--- src/design/burh_pkg.sv ---
// ----------------------------------------------------------------------------
// burh_pkg
// Shared types, codes and helpers of the bounded undo/redo history block.
// ----------------------------------------------------------------------------
package burh_pkg;

    // operation codes of an input item
    localparam logic [1:0] OP_RECORD = 2'd0;
    localparam logic [1:0] OP_UNDO   = 2'd1;
    localparam logic [1:0] OP_REDO   = 2'd2;

    // entry kinds
    localparam logic [2:0] KIND_INVALID  = 3'd0;
    localparam logic [2:0] KIND_INSERT   = 3'd1;
    localparam logic [2:0] KIND_DELETE   = 3'd2;
    localparam logic [2:0] KIND_ADD_LINE = 3'd3;
    localparam logic [2:0] KIND_DEL_LINE = 3'd4;

    // entries of the command queue between front and back
    localparam int QUEUE_DEPTH = 2;

    // work handed from the front part to the back part
    typedef enum logic [1:0] {
        ACT_WRITE = 2'd0,
        ACT_UNDO  = 2'd1,
        ACT_REDO  = 2'd2,
        ACT_EMPTY = 2'd3
    } action_t;

    typedef struct packed {
        logic [2:0]  kind;
        logic [31:0] pos;
        logic [31:0] line;
        logic [7:0]  symbol;
        logic [31:0] editor;
        logic [31:0] seq_no;
    } entry_t;

    function automatic logic [2:0] invert_kind(input logic [2:0] kind);
        logic [2:0] res;
        case (kind)
            KIND_INSERT:   res = KIND_DELETE;
            KIND_DELETE:   res = KIND_INSERT;
            KIND_ADD_LINE: res = KIND_DEL_LINE;
            KIND_DEL_LINE: res = KIND_ADD_LINE;
            default:       res = KIND_INVALID;
        endcase
        return res;
    endfunction

endpackage

--- src/design/burh_back.sv ---
// ----------------------------------------------------------------------------
// burh_back
// Carries out queued commands on the history memory and holds the result
// register of the output channel.
// ----------------------------------------------------------------------------
module burh_back #(
    parameter int DEPTH = 64
) (
    input  logic                     clk,
    input  logic                     rst_n,
    input  logic                     cmd_valid,
    output logic                     cmd_pop,
    input  burh_pkg::action_t        cmd_action,
    input  logic [$clog2(DEPTH)-1:0] cmd_slot,
    input  burh_pkg::entry_t         cmd_entry,
    output logic                     ram_wr_en,
    output logic [$clog2(DEPTH)-1:0] ram_wr_addr,
    output burh_pkg::entry_t         ram_wr_data,
    output logic                     ram_rd_en,
    output logic [$clog2(DEPTH)-1:0] ram_rd_addr,
    input  burh_pkg::entry_t         ram_rd_data,
    output logic                     res_valid,
    input  logic                     res_ready,
    output burh_pkg::entry_t         res_entry
);

    import burh_pkg::*;

    logic   rd_pend_reg, rd_pend_next;
    logic   rd_inv_reg;
    logic   out_valid_reg, out_valid_next;
    entry_t out_entry_reg, out_entry_next;
    logic   result_free, is_write, load_empty;

    // reads and empty results wait for a free result register
    assign result_free = !rd_pend_reg && !out_valid_reg;
    assign is_write    = (cmd_action == ACT_WRITE);
    assign cmd_pop     = cmd_valid && (is_write || result_free);
    assign load_empty  = cmd_pop && (cmd_action == ACT_EMPTY);

    assign ram_wr_en   = cmd_pop && is_write;
    assign ram_wr_addr = cmd_slot;
    assign ram_wr_data = cmd_entry;
    assign ram_rd_en   = cmd_pop && ((cmd_action == ACT_UNDO) || (cmd_action == ACT_REDO));
    assign ram_rd_addr = cmd_slot;

    assign res_valid = out_valid_reg;
    assign res_entry = out_entry_reg;

    always_comb
    begin
        rd_pend_next   = ram_rd_en;
        out_valid_next = out_valid_reg && !res_ready;
        out_entry_next = out_entry_reg;
        if (rd_pend_reg)
        begin
            out_valid_next = 1'b1;
            out_entry_next = ram_rd_data;
            if (rd_inv_reg)
            begin
                out_entry_next.kind = invert_kind(ram_rd_data.kind);
            end
        end
        else if (load_empty)
        begin
            out_valid_next = 1'b1;
            out_entry_next = '0;
        end
    end

    always_ff @(posedge clk or negedge rst_n)
    begin
        if (!rst_n)
        begin
            rd_pend_reg   <= 1'b0;
            out_valid_reg <= 1'b0;
        end
        else
        begin
            rd_pend_reg   <= rd_pend_next;
            out_valid_reg <= out_valid_next;
        end
    end

    always_ff @(posedge clk)
    begin
        out_entry_reg <= out_entry_next;
        if (ram_rd_en)
        begin
            rd_inv_reg <= (cmd_action == ACT_UNDO);
        end
    end

    a_read_lands: assert property (@(posedge clk) disable iff (!rst_n)
        rd_pend_reg |=> out_valid_reg)
        else $error("memory read did not reach the result register");

    a_no_overwrite: assert property (@(posedge clk) disable iff (!rst_n)
        rd_pend_reg |-> !out_valid_reg)
        else $error("read data would overwrite a waiting result");

endmodule

--- config.mk ---
export PLATFORM = sky130hd
export DESIGN_NAME = burh_back
export DESIGN_NICKNAME = d
export VERILOG_FILES = /design/src/design/burh_pkg.sv /design/src/design/burh_back.sv
export SDC_FILE = /design/constraint.sdc
export NUM_CORES = 1
export LEC_CHECK = 0
export BUFFER_PORTS_ARGS = -buffer_cell sky130_fd_sc_hd__buf_2
export CELL_PAD_IN_SITES_DETAIL_PLACEMENT = 0
export CELL_PAD_IN_SITES_GLOBAL_PLACEMENT = 1
export CORE_AREA = 2 2 230 232
export CTS_CLUSTER_DIAMETER = 60
export CTS_CLUSTER_SIZE = 16
export DETAILED_ROUTE_END_ITERATION = 12
export DIE_AREA = 0 0 232 234
export PLACE_DENSITY_LB_ADDON = 0.1
export SLEW_MARGIN = 20
export SYNTH_ARGS = -nofsm -noshare
export SYNTH_HDL_FRONTEND = slang
export SYNTH_SLANG_ARGS = --single-unit
--- constraint.sdc ---
create_clock -name clk -period 9 [get_ports clk]
set_input_delay 0.9 -clock clk [delete_from_list [all_inputs] [get_ports clk]]
set_output_delay 0.9 -clock clk [all_outputs]
set_load 0.03 [all_outputs]
# Word-level counts from Yosys, hierarchy flattened

Cells that the tools add are included.

Flip-flop bits (word level): 142
Input port bits: 290
Output and inout bits: 294
Logic and storage cells: 35

Eq/ne operators: 7
Multiplexer cells: 6
Reduce and logical (&&, ||, !) cells: 13

Operator list:

| kind                                                                   | count |
|---|---|
| 139-bit two-way mux                                                    | 2 |
| 3-bit case mux with 4 select lines                                     | 1 |
| 3-bit by 2-bit equality test with 1-bit output (second input constant) | 2 |
| 1-bit logical AND                                                      | 6 |
| 2-bit equality test (second input constant)                            | 2 |
| 3-bit by 1-bit equality test with 1-bit output (second input constant) | 1 |
| 3-bit equality test (second input constant)                            | 1 |
| 1-bit logical NOT                                                      | 3 |
| 3-bit two-way mux                                                      | 1 |
| 2-bit by 1-bit equality test with 1-bit output (second input constant) | 1 |
| 2-bit logical NOT                                                      | 1 |
| 1-bit logical OR                                                       | 2 |
| 1-bit two-way mux                                                      | 2 |
| 2-bit nonzero test                                                     | 1 |

# Depth between registers and ports, before layout

Gate-level depths: netlist (run 1).

Word-level depth: 7
Depth in mapped cells: 4
Gate-level depth less buffers: 4

# Least setup slack after synthesis (run 1)

Ideal clock, no wire load.

Path type: input -> register
Start: in cmd_action[1]
End: reg out_entry_reg, in the netlist res_entry[0] (enable)
Arrival time: 3.155 ns
Data required time: 8.552 ns
Path slack: 5.397 ns
Stages on the path: 4
Path through: inv_1 ha_1 nand2b_1 a31o_2

Cells in the longest elaborated chain, start to end: 5
Elaborated cells between the ends (all ways): 6

Ends and longest elaborated chain:

| element                        | line            | text |
|---|---|---|
| from (decl)                    | burh_back.sv:13 | `input burh_pkg::action_t cmd_action,` |
| 2-bit logical NOT              | burh_back.sv:37 | `assign is_write = (cmd_action == ACT_WRITE);` |
| 1-bit logical OR               | burh_back.sv:38 | `assign cmd_pop = cmd_valid && (is_write \|\| result_free);` |
| 1-bit logical AND              | burh_back.sv:38 |  |
| 1-bit logical AND *            | burh_back.sv:39 | `assign load_empty = cmd_pop && (cmd_action == ACT_EMPTY);` |
| 2-bit nonzero test (no line) * | n/a             |  |
| to (signal assigned)           | burh_back.sv:87 | `out_entry_reg <= out_entry_next;` |
| to (decl)                      | burh_back.sv:32 | `entry_t out_entry_reg, out_entry_next;` |

Mark *: on every way between the ends. The rest lies on a longest branch, timed or not.
A chain may end at the register's enable or synchronous reset.

# Worst setup path after layout (run 1)

Start: reg rd_pend_reg
End: out ram_rd_en

Cells in the longest elaborated chain, start to end: 5

Ends and longest elaborated chain:

| element                | line            | text |
|---|---|---|
| from (decl)            | burh_back.sv:29 | `logic rd_pend_reg, rd_pend_next;` |
| from (signal assigned) | burh_back.sv:80 | `rd_pend_reg <= rd_pend_next;` |
| 1-bit logical NOT      | burh_back.sv:36 | `assign result_free = !rd_pend_reg && !out_valid_reg;` |
| 1-bit logical AND      | burh_back.sv:36 |  |
| 1-bit logical OR       | burh_back.sv:38 |  |
| 1-bit logical AND      | burh_back.sv:38 |  |
| 1-bit logical AND      | burh_back.sv:44 | `assign ram_rd_en = cmd_pop && ((cmd_action == ACT_UNDO) \|\| (cmd_action == ACT_REDO));` |
| to (decl)              | burh_back.sv:19 | `output logic ram_rd_en,` |

Every way passes these cells.

==> metrics.yaml, run 1 <==
switchingPower_uw: 538
insertion_delay_ps: 470
synthAdderAreaFrac: 0.00577
criticalPathCategory: "flop to output pin"
start_util: 0.125
max-clock-path-buffers: 2
peakVddDrop_uv: 143
wl_per_cell_um: 22.2
ant_nets: 0
maxCapViolCount: 0
drive_gt1_frac: 0.515
dieHeight_um: 234
antenna_found_initial: 3
layout.cells.non_filler: 1312
swShare: 0.294
numCtsBuffers: 17
cts-resized-gates: 0
relSlewSlack: 0.364
grt-ovfl-total: 0
synth_top_family_by_area: "buffers and inverters"
period_share: 0.300
drt_wl_total_um: 29200
die_w_um: 232
slew_violations: 0
synth_fp_nets: 761
netlist-cell-type-count: 22
power_density_mw_per_mm2: 223
p_seq_frac: 0.452
placed_cells: 1280
p_leak_uw: 0.00330
ys_ff_latch: 142
num_rows: 84
r2r-start: "rd_pend_reg"
drt_iter0_drc: 114
required_ps: 8100
reg2regPathDepth: 2
portBuffers: 287
globalRouteTotalUtil: 0.106
cts_tree: "done"
reg2reg_to: "res_entry[134]"
dr.pass1.iters: 4
synth_xor_area_frac: 0.00269
tns_ps: 0
rsz0062_at_grt: "false"
netlist_area_mm2: 0.00651
endpoint_kind: "output pin"
fin_nets: 904
routed-via-count: 3958
clockPowerShare: 0.383
drc_errors: 0
via_per_inst: 3.02
pre_cts_ws_ps: 5780
arrival_ps: 1800
synthMuxAreaShare: 0
setup_violations: 0
largest_reg_flops: 139
hold_viol: 0
area_growth_pct: 25.7
root_buffer: "clkbuf_16"
clk_pin_slew_ps: 60
p_comb_frac: 0.165
yosys_warnings: 0
hpwl_um: 23900
worst_pin_slew_ps: 955
synth_compound_area_frac: 0.00884
cts_hold_buf: 0
finClkSkew_ps: 10.9
worst-path-max-fanout: 53
ios: 584
grt_max_degree: 93
htree_levels: 4
final.min_clock_period_ps: 2700
place.gp.congestion: 0.726
start_kind: "flop"
layout_setup_ws_ps: 6300
core_mm2: 0.0520
yosysSeqAreaShare: 0.653
grt_pass1_vias: 4288
r2r_slack_ps: 6620
grt_pass1_wl_um: 37700
post-cts-setup-buffers: 0
status: "complete, no violations"
min_path_type: "input port to async pin"
p_int_uw: 1290
synth.avg_cell_area_um2: 13.9
cts.sinks: 142
fmax_mhz: 370
die_area_mm2: 0.0543
yosys.area_share.simple: 0.141
netlist_instances: 468
-- Yosys cell counts (all sizes together) --
library cell	number	area (µm²)
inv	2	7.51
nand2b	2	12.5
nor2b	1	6.26
and2	137	857
nand4b	1	8.76
nand3b	4	30.0
buf	158	1180
xnor2	2	17.5
a21boi	1	11.3
edfxtp	140	4200
o21ai	2	10.0
ha	3	37.5
o21a	1	7.51
clkbuf	8	36.3
dfrtp	2	50.1
a31o	1	8.76
a311o	1	10.0
nor2	1	3.75
o211a	1	10.0
-- worst max path at each step --
stage / startpoint / endpoint / slack [ps] / cells past startpoint
after CTS: rd_pend_reg / ram_rd_en / 6170 / 3
after global routing: rd_pend_reg / ram_rd_en / 6130 / 3
final: rd_pend_reg / ram_rd_en / 6300 / 3
after floorplan: cmd_action[1] / res_entry[0] / 5400 / 4
after detailed placement: cmd_action[1] / res_entry[134] / 5780 / 6
after global placement: cmd_action[1] / res_entry[134] / 5840 / 6
-- cell families after synthesis --
group,count (synthesis)
xor gates and xnor gates,2
adders and majority gates,3
buffers and inverters,168
and+or+nand+nor,146
DFF,142
AOI/OAI and AO/OA,7
-- worst max-delay path, cell delays in order (launching register included) --
cell     delay [ps]
dfrtp_4         650
nor2_1          230
o211a_1         210
buf_2           230
-- cells in the final DEF (no fill, tap or decap), types with 2 or more instances in the layout --
cell,instances
edfxtp_1,140
clkinv_4,2
ha_1,3
clkinv_2,6
and2_1,137
bufinv_16,2
nand3b_1,4
buf_4,3
xnor2_1,2
clkbuf_16,17
buf_2,287
clkinv_1,2
inv_1,2
nand2b_1,2
o21ai_0,2
-- layer usage --
| metal | vias to the layer above | global-route usage | routed length, µm |
|---|---|---|---|
| li1 | 1703 | - | - |
| met1 | 1799 | 0.0861 | 8570 |
| met2 | 361 | 0.175 | 14300 |
| met3 | 89 | 0.0982 | 5310 |
| met4 | 6 | 0.0473 | 908 |
| met5 | - | 0.00982 | 92 |
-- power by group through the flow --
| stage | combinational, µW | clock, µW | sequential (µW) |
|---|---|---|---|
| floorplan | 190 | 0 | 958 |
| global placement | 312 | 0 | 843 |
| detailed placement | 313 | 0 | 843 |
| CTS | 313 | 736 | 829 |
| global route | 325 | 762 | 834 |
| finish | 301 | 699 | 826 |
-- final cells by class --
class | count | area [µm²]
diodes | 1 | 2.50
clock buffers | 18 | 429
clock inverters | 13 | 124
fillers | 5818 | 43800
inverters | 2 | 7.51
multi-input cells | 158 | 1040
flip-flops and latches | 142 | 4260
well taps | 688 | 861
repair buffers | 290 | 1460
-- per-stage QoR --
stage           util  power, µW  instance area (µm²)  hold WS [ps]
2_1_floorplan      -       1150                 6510           604
5_1_grt        0.157       1920                 8180           161
6_report       0.157       1830                 8180           215
4_1_cts        0.157       1880                 8180           162
3_3_place_gp   0.147       1150                 7620           690
3_5_place_dp   0.147       1160                 7620           706
No activity file was read; power rests on OpenSTA's default activity.
==> run 2, diff against run 1 <==
--- a/config.mk
+++ b/config.mk
@@ -8,11 +8,11 @@
 export BUFFER_PORTS_ARGS = -buffer_cell sky130_fd_sc_hd__buf_2
 export CELL_PAD_IN_SITES_DETAIL_PLACEMENT = 0
 export CELL_PAD_IN_SITES_GLOBAL_PLACEMENT = 1
-export CORE_AREA = 2 2 230 232
+export CORE_AREA = 2 2 225 227
 export CTS_CLUSTER_DIAMETER = 60
 export CTS_CLUSTER_SIZE = 16
 export DETAILED_ROUTE_END_ITERATION = 12
-export DIE_AREA = 0 0 232 234
+export DIE_AREA = 0 0 227 229
 export PLACE_DENSITY_LB_ADDON = 0.1
 export SLEW_MARGIN = 20
 export SYNTH_ARGS = -nofsm -noshare
==> constraint.sdc (replaced) <==
create_clock -name clk -period 2.2 [get_ports clk]
set_input_delay 0.22 -clock clk [delete_from_list [all_inputs] [get_ports clk]]
set_output_delay 0.22 -clock clk [all_outputs]
set_load 0.03 [all_outputs]
==> metrics.yaml, run 2 (synthesis gave the netlist of run 1 again) <==
p_leak_uw: 0.00331
power_density_mw_per_mm2: 907
ant_nets: 0
routed-via-count: 3887
drc_errors: 0
die_w_um: 227
dieHeight_um: 229
max-clock-path-buffers: 2
portBuffers: 287
fin_nets: 907
drt_wl_total_um: 28200
grt-ovfl-total: 0
maxCapViolCount: 0
wl_per_cell_um: 21.7
via_per_inst: 2.99
slew_violations: 0
globalRouteTotalUtil: 0.106
ios: 584
drt_iter0_drc: 127
start_util: 0.131
clk_pin_slew_ps: 60
seqCellArea_mm2: 0.00426
min_path_type: "input port to flop"
criticalPathCategory: "flop to output pin"
fmax_mhz: 525
tns_ps: 0
hold_viol: 0
fill_cells: 5557
endpoint_kind: "output pin"
cts.sinks: 142
finClkSkew_ps: 13.8
cts_hold_buf: 1
die_area_mm2: 0.0520
cts-resized-gates: 0
area_growth_pct: 26.7
multi_input_area_mm2: 0.00104
dr.pass1.iters: 4
setup_violations: 0
start_kind: "flop"
numCtsBuffers: 17
grt_max_degree: 83
arrival_ps: 1680
num_rows: 82
antenna_found_initial: 6
grt_pass1_vias: 4264
place.gp.congestion: 0.700
hpwl_um: 23700
post-cts-setup-buffers: 0
relSlewSlack: 0.714
htree_levels: 4
final_common_cell: "buf_2"
layout_common_cells: "buf_2 (287), edfxtp_1 (140), and2_1 (137)"
worst-path-max-fanout: 37
grt_pass1_wl_um: 37000
cts_tree: "done"
peakVddDrop_uv: 448
root_buffer: "clkbuf_16"
rsz0062_at_grt: "false"
period_share: 0.865
final_util: 0.166
final.min_clock_period_ps: 1900
drive_gt1_frac: 0.518
largest_reg_flops: 139
insertion_delay_ps: 440
core_mm2: 0.0497
worst_pin_slew_ps: 429
status: "complete, no violations"
required_ps: 1980
run 2: worst paths after layout:
| kind | start | end | slack (ps) | depth (start not counted) |
|---|---|---|---|---|
| min in group asynchronous | rst_n | res_valid | 120 | 2 |
| max reg2reg | rd_pend_reg | res_entry[136] | 600 | 2 |
| max in group asynchronous | rst_n | rd_pend_reg | 1950 | 2 |
| min reg2reg | res_valid | res_valid | 680 | 2 |
| min | ram_rd_data[76] | res_entry[76] | 60 | 2 |
| max | rd_pend_reg | ram_rd_en | 300 | 3 |
run 2: through the flow:
| stage | hold slack [ps] | area (µm²) | total power [µW] | std cells | setup WS, ps |
|---|---|---|---|---|---|
| finish | 60.2 | 8250 | 7480 | 1301 | 297 |
| CTS | 9.54 | 8240 | 7660 | 1299 | 216 |
| detailed placement | 9.85 | 7660 | 4720 | 1266 | 460 |
| global route | 29.2 | 8240 | 7820 | 1300 | 182 |
| floorplan | -75.6 | 6520 | 4690 | 468 | 15.6 |
| global placement | 9.16 | 7660 | 4710 | 1266 | 462 |
run 2: report_power, final:
part | switching (µW) | leakage, µW | internal (µW)
clock network | 1190 | 0.000270 | 1670
logic | 890 | 0.00167 | 359
registers | 80.4 | 0.00137 | 3290
total | 2160 | 0.00331 | 5320
run 2: routing by layer:
metal / wire length, µm / track usage / share of wire / up-vias
met5: 88 / 0.00949 / 0.0031 / -
met2: 13600 / 0.175 / 0.48 / 332
met4: 896 / 0.0468 / 0.032 / 6
met1: 9060 / 0.0940 / 0.32 / 1763
met3: 4620 / 0.0822 / 0.16 / 72
li1: - / - / - / 1714
run 2: cell type report:
type / count / area share
clock buffers: 19 / 0.0525
diodes: 2 / 0.000607
flip-flops and latches: 142 / 0.516
clock inverters: 13 / 0.0170
repair buffers: 293 / 0.185
multi-input cells: 158 / 0.126
inverters: 2 / 0.000910
well taps: 672 / 0.102
run 2: critical path: stages (launching register included):
cell	delay [ps]
dfrtp_4	630
nor2_1	200
o211a_1	190
buf_2	220
==> run 3, diff against run 2 <==
--- a/config.mk
+++ b/config.mk
@@ -5,7 +5,7 @@
 export SDC_FILE = /design/constraint.sdc
 export NUM_CORES = 1
 export LEC_CHECK = 0
-export BUFFER_PORTS_ARGS = -buffer_cell sky130_fd_sc_hd__buf_2
+export BUFFER_PORTS_ARGS = -buffer_cell sky130_fd_sc_hd__clkbuf_2
 export CELL_PAD_IN_SITES_DETAIL_PLACEMENT = 0
 export CELL_PAD_IN_SITES_GLOBAL_PLACEMENT = 1
 export CORE_AREA = 2 2 225 227
==> metrics.yaml, run 3 (synthesis gave the netlist of run 1 again) <==
total_power_uw: 7270
antenna_found_initial: 3
layout_common_cells: "clkbuf_2 (287), edfxtp_1 (140), and2_1 (137)"
r2r_slack_ps: 610
final_common_cell: "clkbuf_2"
crit_path_start: "rd_pend_reg"
post-cts-setup-buffers: 0
peakVddDrop_uv: 469
top_layer: "met5"
power_density_mw_per_mm2: 884
r2r-start: "rd_pend_reg"
core_mm2: 0.0497
cts-resized-gates: 0
via_per_inst: 3.01
grt-ovfl-total: 0
grt_max_degree: 81
wl_per_cell_um: 21.7
die_w_um: 227
ant_nets: 0
dr_wl_met2_um: 13500
numCtsBuffers: 17
dieHeight_um: 229
portBuffers: 287
routed-via-count: 3917
cts.sinks: 142
grt_pass1_vias: 4376
cts_hold_buf: 1
hold_depth: 2
drt_wl_total_um: 28300
grt_pass1_wl_um: 37500
place.gp.congestion: 0.702
maxCapViolCount: 0
ios: 584
root_buffer: "clkbuf_16"
rsz0062_at_grt: "false"
drt_iter0_drc: 176
endpoint_kind: "output pin"
clk_pin_slew_ps: 60
relSlewSlack: 0.771
num_rows: 82
hold_viol: 0
reg2reg_to: "res_entry[98]"
area_growth_pct: 26.4
period_share: 0.865
insertion_delay_ps: 450
start_util: 0.131
fmax_mhz: 525
reg2regPathDepth: 2
finClkSkew_ps: 12.4
arrival_ps: 1680
fin_nets: 910
fill_cells: 5582
required_ps: 1980
drive_gt1_frac: 0.514
slew_violations: 0
die_area_mm2: 0.0520
largest_reg_flops: 139
htree_levels: 4
start_kind: "flop"
globalRouteTotalUtil: 0.107
max-clock-path-buffers: 2
min_path_type: "input port to flop"
worst_pin_slew_ps: 343
status: "complete, no violations"
wl_met1_um: 8900
criticalPathCategory: "flop to output pin"
hp-start: "ram_rd_data[108]"
cts_tree: "done"
whs_endpoint: "res_entry[108]"
worst-path-max-fanout: 31
p_leak_uw: 0.00336
hpwl_um: 23800
final.min_clock_period_ps: 1900
dr.pass1.iters: 4
setup_violations: 0
tns_ps: 0
drc_errors: 0
wl_met3_um: 4840
## run 3: how the worst max path moves through the flow
stage,endpoint,slack (ps),cells past startpoint
after CTS,ram_rd_en,210,3
after floorplan,res_entry[0],20,2
after detailed placement,res_entry[18],410,6
after global placement,res_entry[18],430,6
final,ram_rd_en,300,3
after global routing,ram_rd_en,170,3
## run 3: worst max-delay path: stages, from the launching register on
cell and delay [ps]:
dfrtp_4 620, nor2_1 190, o211a_1 200, clkbuf_2 240
## run 3: cell type report
type,instances,area [µm²],share of cell area
flip-flops and latches,142,4260,0.518
multi-input cells,158,1040,0.126
repair buffers,296,1570,0.191
clock inverters,10,76.3,0.00928
well taps,672,841,0.102
clock buffers,19,433,0.0526
inverters,2,7.51,0.000913
diodes,1,2.50,0.000304
## run 3: report_power, final
group          internal, µW  switching, µW  leakage [µW]
registers              3290           89.0       0.00137
clock network          1510           1120      0.000247
logic                   372            894       0.00174
total                  5170           2100       0.00336
## run 3: metrics by stage
step	instance area [µm²]	setup slack (ps)	instances	utilization	hold slack, ps
after floorplan	6520	15.6	468	-	-75.6
after global placement	7700	430	1269	0.155	13.6
after detailed placement	7700	411	1269	0.155	16.5
after CTS	8220	207	1299	0.166	9.07
after global routing	8220	172	1299	0.166	23.6
final	8230	296	1300	0.166	53.8
## run 3: per-layer routing
layer / GRT usage / up-vias
li1: - / 1711
met1: 0.0954 / 1792
met2: 0.176 / 335
met3: 0.0851 / 73
met4: 0.0486 / 6
met5: 0.00949 / -
